**src/design/nbgs_pkg.sv**
```systemverilog
// nbgs_pkg: shared constants, command/status types and arithmetic helpers
// for the n-body gravity step unit. Used by all nbgs_* modules except the RAM.
`default_nettype none
package nbgs_pkg;

    // Capacity and fixed-point format
    localparam int MAX_BODIES = 64;
    localparam int FRAC_BITS  = 16;
    localparam int IDX_W      = $clog2(MAX_BODIES);
    localparam int CNT_W      = IDX_W + 1;
    localparam int WORD_W     = 32;
    localparam int MASS_W     = 16;
    localparam int CFG_IDX_W  = 2;

    // Pair arithmetic widths
    localparam int SQ_W   = 2 * WORD_W - FRAC_BITS;      // dx^2 >> F
    localparam int S_W    = SQ_W + 2;                    // dx^2 + dy^2 + eps
    localparam int SQX_W  = 2 * ((S_W + FRAC_BITS + 1) / 2);
    localparam int ROOT_W = SQX_W / 2;
    localparam int REM_W  = ROOT_W + 3;
    localparam int DEN_W  = S_W + ROOT_W;
    localparam int KM_W   = WORD_W + MASS_W;
    localparam int PROD_W = KM_W + WORD_W;
    localparam int NUM_W  = PROD_W + FRAC_BITS;
    localparam int QUO_W  = WORD_W - 1;                  // saturating quotient
    localparam int DREM_W = DEN_W + 1;
    localparam int SATC_W = DEN_W + QUO_W;
    localparam int ACC_W  = WORD_W + IDX_W + 1;
    localparam int ITER_W = $clog2(ROOT_W);
    localparam int DTP_W  = 2 * WORD_W + 1;

    // Register indexes
    localparam logic [CFG_IDX_W-1:0] REG_GRAV  = 2'd0;
    localparam logic [CFG_IDX_W-1:0] REG_DT    = 2'd1;
    localparam logic [CFG_IDX_W-1:0] REG_SOFT  = 2'd2;

    localparam logic [WORD_W-1:0] GRAV_RST = 32'd437406925;
    localparam logic [WORD_W-1:0] DT_RST   = 32'd429497;
    localparam logic [WORD_W-1:0] SOFT_RST = 32'd65536;

    // Datapath operations
    localparam int OP_W = 4;
    localparam logic [OP_W-1:0] OP_NONE = 4'd0;
    localparam logic [OP_W-1:0] OP_LATI = 4'd1;
    localparam logic [OP_W-1:0] OP_DIFF = 4'd2;
    localparam logic [OP_W-1:0] OP_SQ   = 4'd3;
    localparam logic [OP_W-1:0] OP_SUM  = 4'd4;
    localparam logic [OP_W-1:0] OP_ROOT = 4'd5;
    localparam logic [OP_W-1:0] OP_DEN0 = 4'd6;
    localparam logic [OP_W-1:0] OP_DEN1 = 4'd7;
    localparam logic [OP_W-1:0] OP_NUM0 = 4'd8;
    localparam logic [OP_W-1:0] OP_NUM1 = 4'd9;
    localparam logic [OP_W-1:0] OP_DIVI = 4'd10;
    localparam logic [OP_W-1:0] OP_DIV  = 4'd11;
    localparam logic [OP_W-1:0] OP_ACC  = 4'd12;
    localparam logic [OP_W-1:0] OP_WRA  = 4'd13;
    localparam logic [OP_W-1:0] OP_INT1 = 4'd14;
    localparam logic [OP_W-1:0] OP_INT4 = 4'd15;

    // Controller to datapath
    typedef struct packed {
        logic [OP_W-1:0]  op;
        logic [IDX_W-1:0] rd_addr;
        logic [IDX_W-1:0] wr_addr;
        logic             load_we;
        logic             int_vel;   // velocity update stage
        logic             int_mul;   // second dt product stage
        logic             ovf;
        logic             final_item;
    } cmd_t;

    // Datapath to controller
    typedef struct packed {
        logic s_zero;
        logic root_last;
        logic div_last;
        logic out_fire;
    } status_t;

    localparam logic signed [ACC_W-1:0] SAT_POS =
        {{(ACC_W-WORD_W+1){1'b0}}, {(WORD_W-1){1'b1}}};
    localparam logic signed [ACC_W-1:0] SAT_NEG =
        {{(ACC_W-WORD_W+1){1'b1}}, {(WORD_W-1){1'b0}}};
    localparam logic signed [DTP_W-1:0] DT_HALF =
        {{(DTP_W-WORD_W){1'b0}}, 1'b1, {(WORD_W-1){1'b0}}};

    // Saturate to signed word
    function automatic logic signed [WORD_W-1:0] sat_word(input logic signed [ACC_W-1:0] x);
        logic signed [WORD_W-1:0] r;
        if (x > SAT_POS) begin
            r = SAT_POS[WORD_W-1:0];
        end else if (x < SAT_NEG) begin
            r = SAT_NEG[WORD_W-1:0];
        end else begin
            r = x[WORD_W-1:0];
        end
        return r;
    endfunction

    // (p + 2^31) >> 32, floor shift: round half up of a dt product
    function automatic logic signed [WORD_W:0] dt_round(input logic signed [DTP_W-1:0] p);
        logic signed [DTP_W-1:0] t;
        t = p + DT_HALF;
        return t[DTP_W-1:WORD_W];
    endfunction

endpackage
`default_nettype wire

```
**src/design/nbgs_ctrl.sv**
```systemverilog
// nbgs_ctrl: sequencer for load, all-pairs acceleration and integration.
// Depends on nbgs_pkg; drives nbgs_dpath through cmd_t, reads status_t.
`default_nettype none
module nbgs_ctrl (
    input  wire logic             aclk,
    input  wire logic             aresetn,
    input  wire logic             s_valid,
    input  wire logic             s_last,
    output logic                  s_ready,
    input  wire nbgs_pkg::status_t stat,
    output nbgs_pkg::cmd_t        cmd
);
    import nbgs_pkg::*;

    localparam int ST_W = 5;
    localparam logic [ST_W-1:0] ST_LOAD = 5'd0;
    localparam logic [ST_W-1:0] ST_RDI  = 5'd1;
    localparam logic [ST_W-1:0] ST_LATI = 5'd2;
    localparam logic [ST_W-1:0] ST_RDJ  = 5'd3;
    localparam logic [ST_W-1:0] ST_DIFF = 5'd4;
    localparam logic [ST_W-1:0] ST_SQ   = 5'd5;
    localparam logic [ST_W-1:0] ST_SUM  = 5'd6;
    localparam logic [ST_W-1:0] ST_CHK  = 5'd7;
    localparam logic [ST_W-1:0] ST_ROOT = 5'd8;
    localparam logic [ST_W-1:0] ST_DEN0 = 5'd9;
    localparam logic [ST_W-1:0] ST_DEN1 = 5'd10;
    localparam logic [ST_W-1:0] ST_NUM0 = 5'd11;
    localparam logic [ST_W-1:0] ST_NUM1 = 5'd12;
    localparam logic [ST_W-1:0] ST_DIVI = 5'd13;
    localparam logic [ST_W-1:0] ST_DIV  = 5'd14;
    localparam logic [ST_W-1:0] ST_ACC  = 5'd15;
    localparam logic [ST_W-1:0] ST_NXTJ = 5'd16;
    localparam logic [ST_W-1:0] ST_WRA  = 5'd17;
    localparam logic [ST_W-1:0] ST_IRD  = 5'd18;
    localparam logic [ST_W-1:0] ST_I1   = 5'd19;
    localparam logic [ST_W-1:0] ST_I2   = 5'd20;
    localparam logic [ST_W-1:0] ST_I3   = 5'd21;
    localparam logic [ST_W-1:0] ST_I4   = 5'd22;
    localparam logic [ST_W-1:0] ST_IOUT = 5'd23;

    logic [ST_W-1:0]  state_reg, state_next;
    logic [CNT_W-1:0] count_reg, count_next;
    logic             ovf_reg, ovf_next;
    logic [IDX_W-1:0] i_reg, i_next, j_reg, j_next, k_reg, k_next;
    logic             i_last, j_last, k_last;

    assign i_last = (CNT_W'(i_reg) + CNT_W'(1)) == count_reg;
    assign j_last = (CNT_W'(j_reg) + CNT_W'(1)) == count_reg;
    assign k_last = (CNT_W'(k_reg) + CNT_W'(1)) == count_reg;

    // Next state and commands
    always_comb begin
        state_next = state_reg;
        count_next = count_reg;
        ovf_next   = ovf_reg;
        i_next     = i_reg;
        j_next     = j_reg;
        k_next     = k_reg;
        s_ready    = 1'b0;
        cmd            = '0;
        cmd.op         = OP_NONE;
        cmd.rd_addr    = j_reg;
        cmd.wr_addr    = count_reg[IDX_W-1:0];
        cmd.ovf        = ovf_reg;
        cmd.final_item = k_last;
        case (state_reg)
            ST_LOAD: begin
                s_ready = 1'b1;
                if (s_valid) begin
                    if (count_reg < CNT_W'(MAX_BODIES)) begin
                        cmd.load_we = 1'b1;
                        count_next  = count_reg + CNT_W'(1);
                    end else begin
                        ovf_next = 1'b1;
                    end
                    if (s_last) begin
                        i_next     = '0;
                        state_next = ST_RDI;
                    end
                end
            end
            ST_RDI: begin
                cmd.rd_addr = i_reg;
                j_next      = '0;
                state_next  = ST_LATI;
            end
            ST_LATI: begin
                cmd.op     = OP_LATI;
                state_next = ST_RDJ;
            end
            ST_RDJ: begin
                state_next = (j_reg == i_reg) ? ST_NXTJ : ST_DIFF;
            end
            ST_DIFF: begin
                cmd.op     = OP_DIFF;
                state_next = ST_SQ;
            end
            ST_SQ: begin
                cmd.op     = OP_SQ;
                state_next = ST_SUM;
            end
            ST_SUM: begin
                cmd.op     = OP_SUM;
                state_next = ST_CHK;
            end
            ST_CHK: begin
                // coincident bodies without softening add nothing
                state_next = stat.s_zero ? ST_NXTJ : ST_ROOT;
            end
            ST_ROOT: begin
                cmd.op = OP_ROOT;
                if (stat.root_last) begin
                    state_next = ST_DEN0;
                end
            end
            ST_DEN0: begin
                cmd.op     = OP_DEN0;
                state_next = ST_DEN1;
            end
            ST_DEN1: begin
                cmd.op     = OP_DEN1;
                state_next = ST_NUM0;
            end
            ST_NUM0: begin
                cmd.op     = OP_NUM0;
                state_next = ST_NUM1;
            end
            ST_NUM1: begin
                cmd.op     = OP_NUM1;
                state_next = ST_DIVI;
            end
            ST_DIVI: begin
                cmd.op     = OP_DIVI;
                state_next = ST_DIV;
            end
            ST_DIV: begin
                cmd.op = OP_DIV;
                if (stat.div_last) begin
                    state_next = ST_ACC;
                end
            end
            ST_ACC: begin
                cmd.op     = OP_ACC;
                state_next = ST_NXTJ;
            end
            ST_NXTJ: begin
                if (j_last) begin
                    state_next = ST_WRA;
                end else begin
                    j_next     = j_reg + IDX_W'(1);
                    state_next = ST_RDJ;
                end
            end
            ST_WRA: begin
                cmd.op      = OP_WRA;
                cmd.wr_addr = i_reg;
                if (i_last) begin
                    k_next     = '0;
                    state_next = ST_IRD;
                end else begin
                    i_next     = i_reg + IDX_W'(1);
                    state_next = ST_RDI;
                end
            end
            ST_IRD: begin
                cmd.rd_addr = k_reg;
                state_next  = ST_I1;
            end
            ST_I1: begin
                cmd.op     = OP_INT1;
                state_next = ST_I2;
            end
            ST_I2: begin
                cmd.int_vel = 1'b1;
                state_next  = ST_I3;
            end
            ST_I3: begin
                cmd.int_mul = 1'b1;
                state_next  = ST_I4;
            end
            ST_I4: begin
                cmd.op      = OP_INT4;
                cmd.rd_addr = k_reg;
                state_next  = ST_IOUT;
            end
            ST_IOUT: begin
                if (stat.out_fire) begin
                    if (k_last) begin
                        count_next = '0;
                        ovf_next   = 1'b0;
                        state_next = ST_LOAD;
                    end else begin
                        k_next     = k_reg + IDX_W'(1);
                        state_next = ST_IRD;
                    end
                end
            end
            default: begin
                state_next = ST_LOAD;
            end
        endcase
    end

    // State registers
    always_ff @(posedge aclk) begin
        if (!aresetn) begin
            state_reg <= ST_LOAD;
            count_reg <= '0;
            ovf_reg   <= 1'b0;
            i_reg     <= '0;
            j_reg     <= '0;
            k_reg     <= '0;
        end else begin
            state_reg <= state_next;
            count_reg <= count_next;
            ovf_reg   <= ovf_next;
            i_reg     <= i_next;
            j_reg     <= j_next;
            k_reg     <= k_next;
        end
    end
endmodule
`default_nettype wire

```
**config.mk**
```make
export PLATFORM = sky130hd
export DESIGN_NAME = nbgs_ctrl
export DESIGN_NICKNAME = d
export VERILOG_FILES = /design/src/design/nbgs_pkg.sv /design/src/design/nbgs_ctrl.sv
export SDC_FILE = /design/constraint.sdc
export NUM_CORES = 1
export LEC_CHECK = 0
export ABC_CLOCK_PERIOD_IN_PS = 5800
export BUFFER_PORTS_ARGS = -buffer_cell sky130_fd_sc_hd__buf_2
export CAP_MARGIN = 20
export CORE_ASPECT_RATIO = 1.1
export CORE_MARGIN = 1
export CORE_UTILIZATION = 30
export DETAILED_ROUTE_END_ITERATION = 10
export MAX_ROUTING_LAYER = met4
export PLACE_DENSITY = 0.5
export SLEW_MARGIN = 25
export SYNTH_ARGS = -nofsm -noshare
export SYNTH_HDL_FRONTEND = slang
export SYNTH_SLANG_ARGS = --single-unit
```
**constraint.sdc**
```tcl
create_clock -name aclk -period 5.8 [get_ports aclk]
set_input_delay 0.87 -clock aclk [delete_from_list [all_inputs] [get_ports aclk]]
set_output_delay 0.87 -clock aclk [all_outputs]
set_load 0.05 [all_outputs]
```
Word level (Yosys, flattened, before mapping)

Cells that the tools add are included.

Add/subtract/negate cells: 7
Order comparisons: 1
Equality and inequality tests: 39
Multiplexer cells: 40
Reductions and logical operators: 12

Operator list:

| cell                                                             | count |
|---|---|
| 5-bit case mux with 24 select lines                              | 1 |
| 4-bit case mux with 15 select lines                              | 1 |
| 5-bit two-way mux                                                | 10 |
| 6-bit two-way mux                                                | 8 |
| 6-bit case mux with 2 select lines                               | 4 |
| 5-bit by 4-bit == test with 1-bit output (second input constant) | 8 |
| 5-bit == test (second input constant)                            | 8 |
| 7-bit two-way mux                                                | 4 |
| 2-bit != test (second input constant)                            | 12 |
| 6-bit by 1-bit adder with 7-bit output (second input constant)   | 3 |
| 7-bit == test                                                    | 3 |
| 5-bit by 3-bit == test with 1-bit output (second input constant) | 4 |
| 6-bit by 1-bit adder with 6-bit output (second input constant)   | 3 |
| 5-bit AND reduction                                              | 3 |
| 7-bit case mux with 2 select lines                               | 1 |
| 5-bit by 2-bit == test with 1-bit output (second input constant) | 2 |
| 1-bit two-way mux                                                | 10 |
| 4-bit AND reduction                                              | 2 |
| 2-bit nonzero test                                               | 4 |
| 7-bit by 1-bit adder with 7-bit output (second input constant)   | 1 |
| 7-bit < comparator (second input constant)                       | 1 |
| 6-bit == test                                                    | 1 |
| 5-bit by 1-bit == test with 1-bit output (second input constant) | 1 |
| 5-bit logical NOT                                                | 1 |
| 3 further kinds                                                  | 3 |

Register bits: 31
Bits of input ports: 8

Longest topological paths before layout

Depth in word-level cells: 5
Gate-level depth with buffers: 9
Depth with buffers taken out: 7

Worst setup path before layout

OpenSTA, ideal clock, no wires.

Kind: reg2out
Start: register state_reg[2]
End: output cmd[18] (netlist name)
Data arrival time: 2.289 ns
Required time: 4.930 ns
Path slack: 2.641 ns
Cell stages (with the launch flop): 5
Path buffers: 2
Cell sequence: dfxtp_1 > clkbuf_1 > buf_1 > xnor2_1 > o32ai_1

RTL lines:

| what                     | RTL line         | source |
|---|---|---|
| start: declaration       | nbgs_ctrl.sv:41  | `logic [ST_W-1:0] state_reg, state_next;` |
| start signal: assignment | nbgs_ctrl.sv:214 | `state_reg <= state_next;` |
| end: declaration         | nbgs_ctrl.sv:11  | `output nbgs_pkg::cmd_t cmd` |

==> flow_summary.html <==
<table>
<tr><th>Metric</th><th>Value</th></tr>
<tr><th colspan="2">Status</th></tr>
<tr><td>Status</td><td>complete, no violations</td></tr>
<tr><th colspan="2">Power</th></tr>
<tr><td>Internal Power</td><td>0.000323 W</td></tr>
<tr><td>Total power of the final layout</td><td>0.000478 W</td></tr>
<tr><td>Cell area power density</td><td>161 mW/mm^2</td></tr>
<tr><td>Maximum vdd drop</td><td>between 0.07 and 0.08 mV</td></tr>
<tr><td>Net Sw Frac</td><td>32.3%</td></tr>
<tr><td>Sequential group share of total power</td><td>47.6%</td></tr>
<tr><td>Share of total power in combinational logic</td><td>between 15 and 20%</td></tr>
<tr><td>Leak pwr</td><td>between 1 and 1.5 nW</td></tr>
<tr><td>Sw Pwr</td><td>0.000154 W</td></tr>
<tr><td>Clock power frac</td><td>35.7%</td></tr>
<tr><th colspan="2">Routing</th></tr>
<tr><td>First-pass DRT Iterations</td><td>5</td></tr>
<tr><td># DRC</td><td>0</td></tr>
<tr><td>Number of vias per cell</td><td>5.63</td></tr>
<tr><td>Average wire length per cell after detail routing</td><td>~17 um</td></tr>
<tr><td>Total vias in the final route</td><td>2768</td></tr>
<tr><td>Antenna viol nets, final</td><td>0</td></tr>
<tr><td>Routed wire length</td><td>between 8000 and 9000 um</td></tr>
<tr><td>Iteration-0 DRC count of the detailed router</td><td>246</td></tr>
<tr><th colspan="2">STA</th></tr>
<tr><td>Final worst clock skew</td><td>0.00907 ns</td></tr>
<tr><td>Number of hold violations in the final report</td><td>0</td></tr>
<tr><td>Final Max Tran Viols</td><td>0</td></tr>
<tr><td>Actual transition at the worst max-transition pin</td><td>0.924 ns</td></tr>
<tr><td># setup viols final</td><td>0</td></tr>
<tr><td>Maximum clock frequency</td><td>0.293 GHz</td></tr>
<tr><td>Setup TNS</td><td>0 ns</td></tr>
<tr><td>Unrepaired setup endpoints after global routing</td><td>no</td></tr>
<tr><td>Time the final worst path needs with I/O delays and setup</td><td>3.42 ns</td></tr>
<tr><td>Headroom to the max-slew limit</td><td>37.9%</td></tr>
<tr><td>Crit path setup slack, layout</td><td>between 2 and 2.5 ns</td></tr>
<tr><td>Post-route fraction of the period consumed by the critical path</td><td>58.9%</td></tr>
<tr><th colspan="2">Logic synthesis</th></tr>
<tr><td>Adder and majority gate portion of the synthesized area</td><td>1.82%</td></tr>
<tr><td>Fraction of the mapped netlist area in compound gates</td><td>approximately a quarter</td></tr>
<tr><td>Multiplexer fraction of the synthesized cell area</td><td>around 1.9%</td></tr>
<tr><td>Number of unique standard cell types used by synthesis</td><td>67</td></tr>
<tr><td>Syn avg cell area</td><td>7.26 um^2</td></tr>
<tr><td>EDFF count, synth</td><td>0</td></tr>
<tr><td>Sequential-to-total area share from yosys stat</td><td>22.6%</td></tr>
<tr><td>Synthesis-stage register bit count</td><td>31</td></tr>
<tr><td>XOR/XNOR share of the synthesized area</td><td>between 10 and 15%</td></tr>
<tr><td>Synth async-reset ratio</td><td>0%</td></tr>
<tr><td>Post-Synthesis Cell Area</td><td>0.00275 mm^2</td></tr>
<tr><td>Synth Flop Type</td><td>sky130_fd_sc_hd__dfxtp_1</td></tr>
<tr><td>Cells after Synth</td><td>378</td></tr>
<tr><td>Simple-gate portion of the synthesized area</td><td>between 30 and 40%</td></tr>
<tr><td>Synthesis Warnings</td><td>0</td></tr>
<tr><td>Post-Syn Nets</td><td>390</td></tr>
<tr><td>Main combinational cell family by area after synthesis</td><td>simple AND/OR/NAND/NOR gates</td></tr>
<tr><th colspan="2">Placed design</th></tr>
<tr><td>Final Wtd Congestion</td><td>0.844</td></tr>
<tr><td>DP Wirelength</td><td>6050 um</td></tr>
<tr><td>Port-buffer cells</td><td>29</td></tr>
<tr><td>Setup slack at placement</td><td>around 2.7 ns</td></tr>
<tr><td>Post-DP Area</td><td>between 0.002 and 0.003 mm^2</td></tr>
<tr><th colspan="2">Die</th></tr>
<tr><td>Cell Rows</td><td>36</td></tr>
<tr><td>Total Die Area</td><td>0.00954 mm^2</td></tr>
<tr><td>Ports</td><td>30</td></tr>
<tr><td>Area of the placeable core</td><td>0.00887 mm^2</td></tr>
<tr><td>Horizontal die dimension</td><td>93.2 um</td></tr>
<tr><td>Initial core utilization</td><td>30.9%</td></tr>
<tr><td>Die Height</td><td>roughly 100 um</td></tr>
<tr><th colspan="2">Clock network</th></tr>
<tr><td>Number of hold buffers added after cts</td><td>0</td></tr>
<tr><td>Number of buffers inserted during clock tree synthesis</td><td>5</td></tr>
<tr><td>Post-CTS Setup Inserts</td><td>0</td></tr>
<tr><td>Number of H-tree branching levels</td><td>2</td></tr>
<tr><td>CTS tree</td><td>built</td></tr>
<tr><td>CTS Sinks</td><td>31</td></tr>
<tr><td>Post-CTS resize count</td><td>0</td></tr>
<tr><td>Later-pin clock latency in the skew report</td><td>0.29 ns</td></tr>
<tr><td>Root buffer cell</td><td>sky130_fd_sc_hd__clkbuf_8</td></tr>
<tr><td>Max Buffers Root-to-Sink</td><td>2</td></tr>
<tr><td>Clock-pin slew on the worst setup and hold paths</td><td>about 0.07 ns</td></tr>
<tr><th colspan="2">Cells and area</th></tr>
<tr><td>Commonest non-fill, non-tap cell in the layout</td><td>sky130_fd_sc_hd__nand2_1</td></tr>
<tr><td>Share of cells above drive strength 1</td><td>between 10% and 20%</td></tr>
<tr><td>Finished Cell Area</td><td>slightly below 0.003 mm^2</td></tr>
<tr><td>Share of the core filled with cells in the final layout</td><td>33.4%</td></tr>
<tr><td>Antenna diode instance count</td><td>0</td></tr>
<tr><td>Highest-count cells in the layout ignoring fill and taps</td><td>sky130_fd_sc_hd__nand2_1 (57), sky130_fd_sc_hd__nor2_1 (33), sky130_fd_sc_hd__dfxtp_1 (31)</td></tr>
<tr><td>Area grow syn2layout</td><td>8.02%</td></tr>
<tr><td>Max reg flops</td><td>7</td></tr>
<tr><td>Total number of nets in the final design</td><td>389</td></tr>
<tr><th colspan="2">Global route</th></tr>
<tr><td>Total Routing Usage GR</td><td>18.9%</td></tr>
<tr><td>First-pass GRT wire length</td><td>13600 um</td></tr>
<tr><td>Vias in the first global route</td><td>roughly 2600</td></tr>
<tr><td>Maximum number of pins on one net before global-route repair</td><td>22</td></tr>
<tr><td>Number of antenna violations at the first check in global routing</td><td>0</td></tr>
<tr><td>Total global routing overflow</td><td>0</td></tr>
<tr><th colspan="2">Worst setup path</th></tr>
<tr><td>Required time of the critical path</td><td>4.93 ns</td></tr>
<tr><td>Crit path max fanout</td><td>21</td></tr>
<tr><td>Crit. End Element</td><td>output pin</td></tr>
<tr><td>Reg2Reg Depth</td><td>7</td></tr>
<tr><td>Worst Setup Path Type</td><td>reg2out</td></tr>
<tr><td>Kind of start point of the critical path</td><td>register</td></tr>
<tr><td>CP arrival</td><td>2.55 ns</td></tr>
<tr><th colspan="2">Flow run</th></tr>
<tr><td>Count of maximum capacitance violations</td><td>0</td></tr>
<tr><th colspan="2">Min path</th></tr>
<tr><td>Worst hold stages</td><td>2</td></tr>
<tr><td>HP Class</td><td>reg2reg</td></tr>
</table>
-- final timing paths --
| check | startpoint | to | slack [ns] |
|---|---|---|---|
| worst min register to register | k_reg[1]$_SDFFE_PN0P_ | k_reg[1]$_SDFFE_PN0P_ | 0.53 |
| worst min-delay path | k_reg[1]$_SDFFE_PN0P_ | k_reg[1]$_SDFFE_PN0P_ | 0.53 |
| worst max register to register | i_reg[0]$_SDFFE_PN0P_ | k_reg[2]$_SDFFE_PN0P_ | 2.88 |
| worst max-delay path | state_reg[2]$_SDFFE_PN0P_ | cmd[13] | 2.38 |
-- critical path: stages (launching register included) --
cell and delay (ns):
sky130_fd_sc_hd__dfxtp_1 0.55, sky130_fd_sc_hd__or4_1 0.68, sky130_fd_sc_hd__nor2_1 0.43, sky130_fd_sc_hd__nor2_1 0.20
sky130_fd_sc_hd__nand2_1 0.13, sky130_fd_sc_hd__nand2_1 0.06, sky130_fd_sc_hd__buf_2 0.21
-- synthesized netlist by cell type (all sizes together), types with 5 or more instances --
| master | count | area, um^2 |
|---|---|---|
| a21oi | 13 | 65.1 |
| nor2 | 34 | 130 |
| o22ai | 5 | 31.3 |
| o211ai | 11 | 82.6 |
| xnor2 | 19 | 166 |
| nand4 | 10 | 62.6 |
| o21ai | 9 | 45.0 |
| nand3b | 6 | 45.0 |
| a22oi | 7 | 52.6 |
| clkbuf | 28 | 105 |
| xor2 | 13 | 114 |
| nand2b | 6 | 37.5 |
| nand2 | 57 | 214 |
| nand3 | 23 | 115 |
| dfxtp | 31 | 621 |
| and2 | 5 | 32.5 |
| nor3 | 9 | 45.0 |
| buf | 10 | 68.8 |
-- stage by stage --
| step | hold slack, ns | cells |
|---|---|---|
| after CTS | 0.520 | 492 |
| after global placement | 0.509 | 484 |
| after floorplan | 0.473 | 378 |
| final | 0.527 | 492 |
| after detailed placement | 0.510 | 484 |
| after global routing | 0.554 | 492 |
-- layer usage --
metal,up-vias,GRT usage (%),part of all wire [%]
li1,1363,-,-
met1,1298,25.3,49
met2,89,28.1,43
met3,18,2.75,5.1
met4,0,8.64,3.1
met5,-,-,0
-- logic make-up (layout without fill, tap and decap cells) --
logic type	after synthesis	after routing
xor gates and xnor gates	32	32
DFF	31	31
and+or+nand+nor	178	178
buffers and inverters	42	42
muxes	5	5
AOI/OAI and AO/OA	86	86
adders and majority gates	4	4
-- layout make-up --
class / count / area [um^2]
multi-input cells: 305 / 1950
fillers: 941 / 5910
clock inverters: 1 / 5.00
repair buffers: 30 / 153
inverters: 4 / 15.0
flip-flops and latches: 31 / 621
well taps: 114 / 143
clock buffers: 7 / 76.3
-- power groups by stage --
stage          clock [W]  combinational [W]  sequential, W
2_1_floorplan          0          0.0000710       0.000221
3_5_place_dp           0          0.0000784       0.000232
4_1_cts         0.000176          0.0000790       0.000227
6_report        0.000170          0.0000799       0.000228
3_3_place_gp           0          0.0000787       0.000233
5_1_grt         0.000186          0.0000871       0.000228
Note: power is estimated with default switching activity, not from simulation.
